--- config.mk ---
export PLATFORM = sky130hd
export DESIGN_NAME = aes128_key_expansion_unit
export DESIGN_NICKNAME = d
export VERILOG_FILES = /design/src/aes_ke_pkg.sv /design/src/aes128_key_expansion_unit.sv /design/src/aes_ke_sbox.sv /design/src/aes_ke_fsm.sv
export SDC_FILE = /design/constraint.sdc
export NUM_CORES = 2
export LEC_CHECK = 0
export ABC_AREA = 1
export BUFFER_PORTS_ARGS = -buffer_cell sky130_fd_sc_hd__buf_2
export CELL_PAD_IN_SITES_DETAIL_PLACEMENT = 1
export CELL_PAD_IN_SITES_GLOBAL_PLACEMENT = 2
export CORE_MARGIN = 1
export CORE_UTILIZATION = 43
export DETAILED_ROUTE_END_ITERATION = 12
export PLACE_DENSITY = 0.85
export SLEW_MARGIN = 20
export SYNTH_ARGS = -nofsm -noshare
export SYNTH_HDL_FRONTEND = slang
export SYNTH_HIERARCHICAL = 1
export SYNTH_SLANG_ARGS = --single-unit
--- constraint.sdc ---
create_clock -name clk_i -period 3.9 [get_ports clk_i]
set_input_delay 0.78 -clock clk_i [delete_from_list [all_inputs] [get_ports clk_i]]
set_output_delay 0.78 -clock clk_i [all_outputs]
set_load 0.01 [all_outputs]
--- src/aes_ke_pkg.sv ---
package aes_ke_pkg;

  localparam int unsigned NumWords = 44;
  localparam logic [5:0]  LastIdx  = 6'(NumWords - 1);
  localparam logic [7:0]  RconStart = 8'h01;
  localparam logic [7:0]  GfReduce  = 8'h1b;
  localparam logic [2:0]  SubSteps  = 3'd4;

  localparam logic ActWrite  = 1'b0;
  localparam logic ActExpand = 1'b1;

  typedef enum logic [1:0] {
    StIdle,
    StKey,
    StSub,
    StGen
  } state_e;

  typedef struct packed {
    logic       load;
    logic       emit_key;
    logic       gen;
    logic       use_sub;
    logic       rd_en;
    logic [1:0] rd_sel;
    logic       cap;
    logic [5:0] idx;
    logic       last;
  } ctrl_t;

  function automatic logic [7:0] gf_double(input logic [7:0] v);
    logic [7:0] r;
    r = {v[6:0], 1'b0};
    if (v[7]) begin
      r = r ^ GfReduce;
    end
    return r;
  endfunction

endpackage

--- src/aes128_key_expansion_unit.sv ---
// AES-128 key schedule with a loadable S-box. An item with action 0 writes
// one S-box entry in the cycle it is accepted; busy_o stays low, so items may
// follow back to back. An item with action 1 holds busy_o high while the
// four key words go out and through 10 rounds; each round the S-box, with
// its single read port, looks up the four bytes of the rotated word one at
// a time, then the round's four words go out. Words w[0]..w[43] come out
// in order, each marked by word_valid_o, with a gap for the S-box lookup
// before every fourth word from w[4] on; last_word_o marks w[43]. Results
// cannot be stalled: the receiver must take each one in the cycle word_valid_o
// is high. Every S-box entry must be written before a key item is given.
module aes128_key_expansion_unit (
  input  logic        clk_i,
  input  logic        rst_ni,
  input  logic        start_i,
  output logic        busy_o,
  input  logic        action_i,
  input  logic [7:0]  sbox_index_i,
  input  logic [7:0]  sbox_value_i,
  input  logic [63:0] key_high_i,
  input  logic [63:0] key_low_i,
  output logic        word_valid_o,
  output logic [5:0]  word_index_o,
  output logic [31:0] round_word_o,
  output logic        last_word_o
);

  aes_ke_pkg::ctrl_t ctrl;
  logic [31:0] win_q [4];
  logic [31:0] sub_q;
  logic [7:0]  rcon_q;
  logic [7:0]  rd_addr;
  logic [7:0]  rd_data;
  logic        tbl_we;
  logic [31:0] temp;
  logic [31:0] new_word;
  logic        valid_q;
  logic [5:0]  index_q;
  logic [31:0] word_q;
  logic        last_q;

  assign tbl_we = start_i && !busy_o && (action_i == aes_ke_pkg::ActWrite);

  aes_ke_fsm u_fsm (
    .clk_i   (clk_i),
    .rst_ni  (rst_ni),
    .start_i (start_i),
    .action_i(action_i),
    .busy_o  (busy_o),
    .ctrl_o  (ctrl)
  );

  // rotated word bytes, top first
  always_comb begin
    case (ctrl.rd_sel)
      2'd0:    rd_addr = win_q[3][23:16];
      2'd1:    rd_addr = win_q[3][15:8];
      2'd2:    rd_addr = win_q[3][7:0];
      default: rd_addr = win_q[3][31:24];
    endcase
  end

  aes_ke_sbox u_sbox (
    .clk_i  (clk_i),
    .we_i   (tbl_we),
    .waddr_i(sbox_index_i),
    .wdata_i(sbox_value_i),
    .re_i   (ctrl.rd_en),
    .raddr_i(rd_addr),
    .rdata_o(rd_data)
  );

  assign temp     = ctrl.use_sub ? (sub_q ^ {rcon_q, 24'h000000}) : win_q[3];
  assign new_word = win_q[0] ^ temp;

  always_ff @(posedge clk_i or negedge rst_ni) begin
    if (!rst_ni) begin
      win_q[0] <= 32'h0;
      win_q[1] <= 32'h0;
      win_q[2] <= 32'h0;
      win_q[3] <= 32'h0;
      rcon_q   <= aes_ke_pkg::RconStart;
    end else begin
      if (ctrl.load) begin
        win_q[0] <= key_high_i[63:32];
        win_q[1] <= key_high_i[31:0];
        win_q[2] <= key_low_i[63:32];
        win_q[3] <= key_low_i[31:0];
        rcon_q   <= aes_ke_pkg::RconStart;
      end else if (ctrl.emit_key) begin
        win_q[0] <= win_q[1];
        win_q[1] <= win_q[2];
        win_q[2] <= win_q[3];
        win_q[3] <= win_q[0];
      end else if (ctrl.gen) begin
        win_q[0] <= win_q[1];
        win_q[1] <= win_q[2];
        win_q[2] <= win_q[3];
        win_q[3] <= new_word;
        if (ctrl.use_sub) begin
          rcon_q <= aes_ke_pkg::gf_double(rcon_q);
        end
      end
    end
  end

  always_ff @(posedge clk_i) begin
    if (ctrl.cap) begin
      sub_q <= {sub_q[23:0], rd_data};
    end
  end

  always_ff @(posedge clk_i or negedge rst_ni) begin
    if (!rst_ni) begin
      valid_q <= 1'b0;
    end else begin
      valid_q <= ctrl.emit_key || ctrl.gen;
    end
  end

  always_ff @(posedge clk_i) begin
    if (ctrl.emit_key || ctrl.gen) begin
      index_q <= ctrl.idx;
      word_q  <= ctrl.emit_key ? win_q[0] : new_word;
      last_q  <= ctrl.last;
    end
  end

  assign word_valid_o = valid_q;
  assign word_index_o = index_q;
  assign round_word_o = word_q;
  assign last_word_o  = valid_q && last_q;

  property p_last_index;
    @(posedge clk_i) disable iff (!rst_ni)
      last_word_o |-> (word_index_o == aes_ke_pkg::LastIdx);
  endproperty
  a_last_index: assert property (p_last_index)
    else $error("last word flagged at wrong index");

  property p_first_after_key;
    @(posedge clk_i) disable iff (!rst_ni)
      (word_valid_o && word_index_o == 6'd0) |->
        $past(start_i && !busy_o && action_i == aes_ke_pkg::ActExpand, 2);
  endproperty
  a_first_after_key: assert property (p_first_after_key)
    else $error("word 0 without a key item");

  property p_index_step;
    @(posedge clk_i) disable iff (!rst_ni)
      (word_valid_o && word_index_o[1:0] != 2'd0) |->
        ($past(word_valid_o) && $past(word_index_o) == word_index_o - 6'd1);
  endproperty
  a_index_step: assert property (p_index_step)
    else $error("word index out of sequence");

endmodule

--- src/aes_ke_sbox.sv ---
module aes_ke_sbox (
  input  logic       clk_i,
  input  logic       we_i,
  input  logic [7:0] waddr_i,
  input  logic [7:0] wdata_i,
  input  logic       re_i,
  input  logic [7:0] raddr_i,
  output logic [7:0] rdata_o
);

  logic [7:0] mem [256];
  logic [7:0] rdata_q;

  always_ff @(posedge clk_i) begin
    if (we_i) begin
      mem[waddr_i] <= wdata_i;
    end
    if (re_i) begin
      rdata_q <= mem[raddr_i];
    end
  end

  assign rdata_o = rdata_q;

endmodule

--- src/aes_ke_fsm.sv ---
module aes_ke_fsm (
  input  logic              clk_i,
  input  logic              rst_ni,
  input  logic              start_i,
  input  logic              action_i,
  output logic              busy_o,
  output aes_ke_pkg::ctrl_t ctrl_o
);

  aes_ke_pkg::state_e state_q, state_d;
  logic [5:0] word_cnt_q, word_cnt_d;
  logic [2:0] sub_cnt_q, sub_cnt_d;

  always_comb begin
    state_d    = state_q;
    word_cnt_d = word_cnt_q;
    sub_cnt_d  = 3'd0;
    unique case (state_q)
      aes_ke_pkg::StIdle: begin
        word_cnt_d = 6'd0;
        if (start_i && action_i == aes_ke_pkg::ActExpand) begin
          state_d = aes_ke_pkg::StKey;
        end
      end
      aes_ke_pkg::StKey: begin
        word_cnt_d = word_cnt_q + 6'd1;
        if (word_cnt_q[1:0] == 2'd3) begin
          state_d = aes_ke_pkg::StSub;
        end
      end
      aes_ke_pkg::StSub: begin
        sub_cnt_d = sub_cnt_q + 3'd1;
        if (sub_cnt_q == aes_ke_pkg::SubSteps) begin
          sub_cnt_d = 3'd0;
          state_d   = aes_ke_pkg::StGen;
        end
      end
      aes_ke_pkg::StGen: begin
        word_cnt_d = word_cnt_q + 6'd1;
        if (word_cnt_q == aes_ke_pkg::LastIdx) begin
          state_d = aes_ke_pkg::StIdle;
        end else if (word_cnt_q[1:0] == 2'd3) begin
          state_d = aes_ke_pkg::StSub;
        end
      end
      default: begin
        state_d = aes_ke_pkg::StIdle;
      end
    endcase
  end

  always_comb begin
    ctrl_o          = '0;
    ctrl_o.idx      = word_cnt_q;
    ctrl_o.last     = (word_cnt_q == aes_ke_pkg::LastIdx);
    ctrl_o.rd_sel   = sub_cnt_q[1:0];
    unique case (state_q)
      aes_ke_pkg::StIdle: begin
        ctrl_o.load = start_i && (action_i == aes_ke_pkg::ActExpand);
      end
      aes_ke_pkg::StKey: begin
        ctrl_o.emit_key = 1'b1;
      end
      aes_ke_pkg::StSub: begin
        ctrl_o.rd_en = (sub_cnt_q != aes_ke_pkg::SubSteps);
        ctrl_o.cap   = (sub_cnt_q != 3'd0);
      end
      aes_ke_pkg::StGen: begin
        ctrl_o.gen     = 1'b1;
        ctrl_o.use_sub = (word_cnt_q[1:0] == 2'd0);
      end
      default: begin
        ctrl_o = '0;
      end
    endcase
  end

  always_ff @(posedge clk_i or negedge rst_ni) begin
    if (!rst_ni) begin
      state_q    <= aes_ke_pkg::StIdle;
      word_cnt_q <= 6'd0;
      sub_cnt_q  <= 3'd0;
    end else begin
      state_q    <= state_d;
      word_cnt_q <= word_cnt_d;
      sub_cnt_q  <= sub_cnt_d;
    end
  end

  assign busy_o = (state_q != aes_ke_pkg::StIdle);

endmodule
==> reports/metrics.csv <==
stage;metric;value;unit
sta;worst slew pin tran;1.06;ns
sta;Final Max Slew Viols;0;
cells_and_area;utilization after layout;0.498;
global_routing;met1 capacity usage during global routing;0.364;
placed_design;DP HPWL;186;mm
cells_and_area;fraction of final layout cells with drive strength greater than 1;0.126;
sta;final hold violations;0;
pwr;largest voltage drop on the vdd net;0.000739;V
cells_and_area;count of nets after finishing;8673;
critical_path;Critical Path Sink Type;register;
cells_and_area;Syn-to-layout area delta;15.0;%
sta;achievable frequency;263;MHz
cells_and_area;Post-Layout Cell Count;11600;
sta;final setup violation count;0;
placed_design;Placement Setup Slack;0.104;ns
cts;maximum buffer depth of the clock tree;3;
logic_synthesis;most area-hungry cell type in the Yosys netlist;edfxtp_1;
pwr;power density cells;832;nW/um^2
critical_path;Critical Path Fanout Max;40;
cts;total CTS buffers;231;
global_routing;global route overflow;0;
logic_synthesis;instance count of the mapped netlist;8140;
route;first-iteration detailed-routing DRC count;7224;
sta;slack of the critical path;0.102;ns
cts;clock network latency to the later pin of the worst-skew pair;0.90;ns
global_routing;maximum number of pins on one net before global-route repair;130;
global_routing;number of antenna violations at the first check in global routing;12;
pwr;Leak;39.5;nW
route;routed vias;67200;
global_routing;first-pass GRT wire length;450;mm
floorplanning;number of placement rows;171;
critical_path;Setup crit start kind;register;
cts;clock root buffer;clkbuf_16;
route;total DRC errors in the routed layout;0;
sta;shortest period the worst path allows;3.80;ns
min_path;end point of the most critical hold path;win_q[36];
logic_synthesis;unique cell type count in the Yosys netlist;37;
cts;TritonCTS clock tree;done;
placed_design;final estimated routing congestion in global placement;0.857;
critical_path;setup slack on the worst flop-to-flop path;0.10;ns
floorplanning;I/O pin count;189;
logic_synthesis;Netlist Area Pre-Place;94000;sq um
route;first-pass iteration count of the detailed router;5;
logic_synthesis;synthesized flop and latch total;2275;
route;Routed wire per std cell;26.3;microns
route;vias per inst;5.81;
floorplanning;initial core utilization;0.433;
global_routing;met2 layer usage reported by global route;0.448;
sta;worst-case clock skew;0.0462;ns
min_path;path class of the lowest-slack min-delay path;input port to register;
floorplanning;floorplan die width;470;microns
global_routing;number of global-route vias before repair;69800;
logic_synthesis;top cells by area in the synthesized netlist;edfxtp_1 68%, nand3_1 11%, nand2_1 9.9%, dfrtp_1 3.9%, buf_2 1.6%;
critical_path;FF-to-FF path depth;16;
global_routing;GR Util met3;0.0392;
min_path;startpoint of the tightest hold check path;key_low_i[36];
logic_synthesis;part of the Yosys area used for sequential elements;0.719;
logic_synthesis;area fraction of the dominant cell type after synthesis;0.679;
min_path;hold path cells;3;
floorplanning;height of the die;470;microns
logic_synthesis;Synth Warn #;6;
floorplanning;total die area;221000;sq um
placed_design;number of I/O port buffers;188;
route;Final ANT Viol Nets;0;
cts;CTS Sinks;2275;
sta;Hold WS;0.103;ns
global_routing;global routing usage summed across all routing layers;0.271;
floorplanning;standard cell core area;217000;sq um
cts;clock-pin slew of the registers on the worst-case setup and hold paths;0.07;ns
critical_path;Worst Path Arrival;4.45;ns
route;routed wire length;304;mm
logic_synthesis;synthesized netlist net count;8293;
critical_path;endpoint of the lowest-slack register-to-register path;u_sbox/rdata_o[1];
sta;setup repair after global routing missed its margin;true;
flow_run;number of violations of the max-capacitance limit;0;
status;result of the run;finished clean;
global_routing;routing layer with the top usage in global route;met2;
cts;CTS HTree Levels;4;
critical_path;Setup CP Type;register to register;
critical_path;Req. time, crit path;4.55;ns
placed_design;instance count after placement with tap cells included;11100;
logic_synthesis;average size of a mapped cell;11.5;sq um
critical_path;startpoint of the lowest-slack register-to-register path;u_fsm/sub_cnt_q[0];
sta;final worst-path cycle share;0.974;
sta;max-slew headroom at the worst pin;0.293;
==> through the flow <==
stage               cell area (sq um)  total power [W]  setup TNS, ns
global placement               101000           0.0670              0
global route                   108000           0.0940        -0.0281
CTS                            108000           0.0898              0
floorplan                       94000           0.0531              0
finish                         108000           0.0899              0
detailed placement             101000           0.0682              0
==> cell type report <==
class,count,area (sq um)
clock buffer,278,6030
timing repair buffer,687,5830
clock inverter,146,1250
tap,2854,3570
sequential,2275,67600
inverter,223,883
antenna,6,15.0
multi-input combinational,5100,22900
timing repair inverter,2,22.5
fill,22500,109000
==> registers in the layout, indices dropped and copies added, names as in the netlist <==
signal            count
u_sbox/mem         2048
win_q               128
round_word_o         32
sub_q                32
rcon_q                8
u_sbox/rdata_o        8
u_fsm/word_cnt_q      6
word_index_o          6
u_fsm/sub_cnt_q       3
u_fsm/state_q         2
last_q                1
word_valid_o          1
==> per-layer routing <==
metal | share of wire | wire length [microns] | vias up
met2 | 0.49 | 148000 | 2699
met1 | 0.41 | 125000 | 34600
met4 | 0.035 | 10600 | 2
li1 | - | - | 29400
met5 | 0.000043 | 13 | -
met3 | 0.070 | 21300 | 493
==> how the worst max path moves through the flow <==
stage | startpoint | endpoint | slack (ns) | cells past startpoint
final | u_fsm/sub_cnt_q[0] | u_sbox/rdata_o[1] | 0.10 | 16
after global routing | u_fsm/sub_cnt_q[0] | u_sbox/rdata_o[5] | -0.02 | 15
after CTS | u_fsm/sub_cnt_q[0] | u_sbox/rdata_o[0] | 0.05 | 18
after detailed placement | u_fsm/sub_cnt_q[0] | u_sbox/rdata_o[0] | 0.10 | 18
after global placement | u_fsm/sub_cnt_q[0] | u_sbox/rdata_o[0] | 0.13 | 18
after floorplan | u_fsm/state_q[0] | sub_q[0] | 1.21 | 3
==> synthesized netlist by cell type <==
master and n:
nand2_4 1, inv_1 214, o211ai_2 20, a21oi_1 13, xor2_1 1, buf_1 44
dfrtp_1 147, o2111ai_1 3, o221ai_1 21, buf_8 1, xnor2_1 2, a22oi_1 13
dfstp_2 1, nor3b_1 1, buf_6 26, o22ai_1 6, nand4_1 28, nand3_1 2124
nor2_2 1, o211ai_1 18, nor2_4 1, o221ai_2 30, and2_1 3, clkbuf_1 125
edfxtp_1 2127, inv_4 2, nand2_2 3, ha_1 5, nand3_2 2, nor3_1 1
o21ai_0 17, nand2_1 2486, nor2_1 297, o21ai_1 3, inv_2 7, buf_2 292
buf_4 54
==> kinds of logic (layout without fill, tap and decap cells) <==
family                     after synthesis  count (layout)  share of synthesized area
AOI/OAI and AO/OA                      144             144                     0.0143
DFF                                   2275            2275                      0.719
other                                    0               6                          0
xor gates and xnor gates                 3               3                   0.000280
buffers and inverters                  765            1336                     0.0388
adders and majority gates                5               5                   0.000665
and+or+nand+nor                       4948            4948                      0.227
==> critical path, stage by stage, from the launching register on <==
cell and delay (ns):
dfrtp_1 0.44, inv_1 0.07, nand2_1 0.17, o22ai_1 0.11, a21oi_1 0.23, nand2_4 0.16
inv_8 0.30, buf_4 0.50, nand3_1 0.19, nand3_1 0.20, nand3_1 0.13, nand3_1 0.29
nand3_1 0.13, nand3_1 0.17, nand2_1 0.11, nand2_1 0.19, nand2_1 0.09
==> power breakdown <==
part	switching (W)	internal, W	leakage (nW)	total [W]
combinational	0.0285	0.0109	14.9	0.0395
sequential	0.000798	0.0281	21.1	0.0289
clock	0.00967	0.0119	3.56	0.0216
total	0.0390	0.0509	39.5	0.0899
==> placed cells by master (no fill, tap or decap), types with 3 or more instances in the layout <==
master and instances:
a21oi_1 11, a22oi_1 13, bufinv_16 13, buf_12 83, inv_1 212, clkinv_4 5
nand3_1 2124, dfrtp_1 147, nand2_4 4, buf_2 179, o211ai_2 20, inv_16 7
clkbuf_1 41, ha_1 5, clkinv_1 57, diode_2 6, buf_8 8, buf_4 414
nand2_2 8, clkinvlp_4 7, and2_1 3, nand4_1 28, o21ai_1 3, inv_8 5
o22ai_1 6, clkinv_8 3, inv_2 6, clkinv_16 4, edfxtp_1 2127, o21ai_0 17
clkbuf_16 232, nand2_1 2477, nor2_1 296, o221ai_1 21, clkbuf_8 5, o221ai_2 30
o211ai_1 18, clkinv_2 48
==> repair_timing <==
item,CTS,global route
hold buffers,1,0
endpoints found under the setup margin,0,5
hold endpoints to repair,84,0
buffers inserted,0,1
gates resized for setup,0,5
Note: power is estimated with default switching activity, not from simulation.
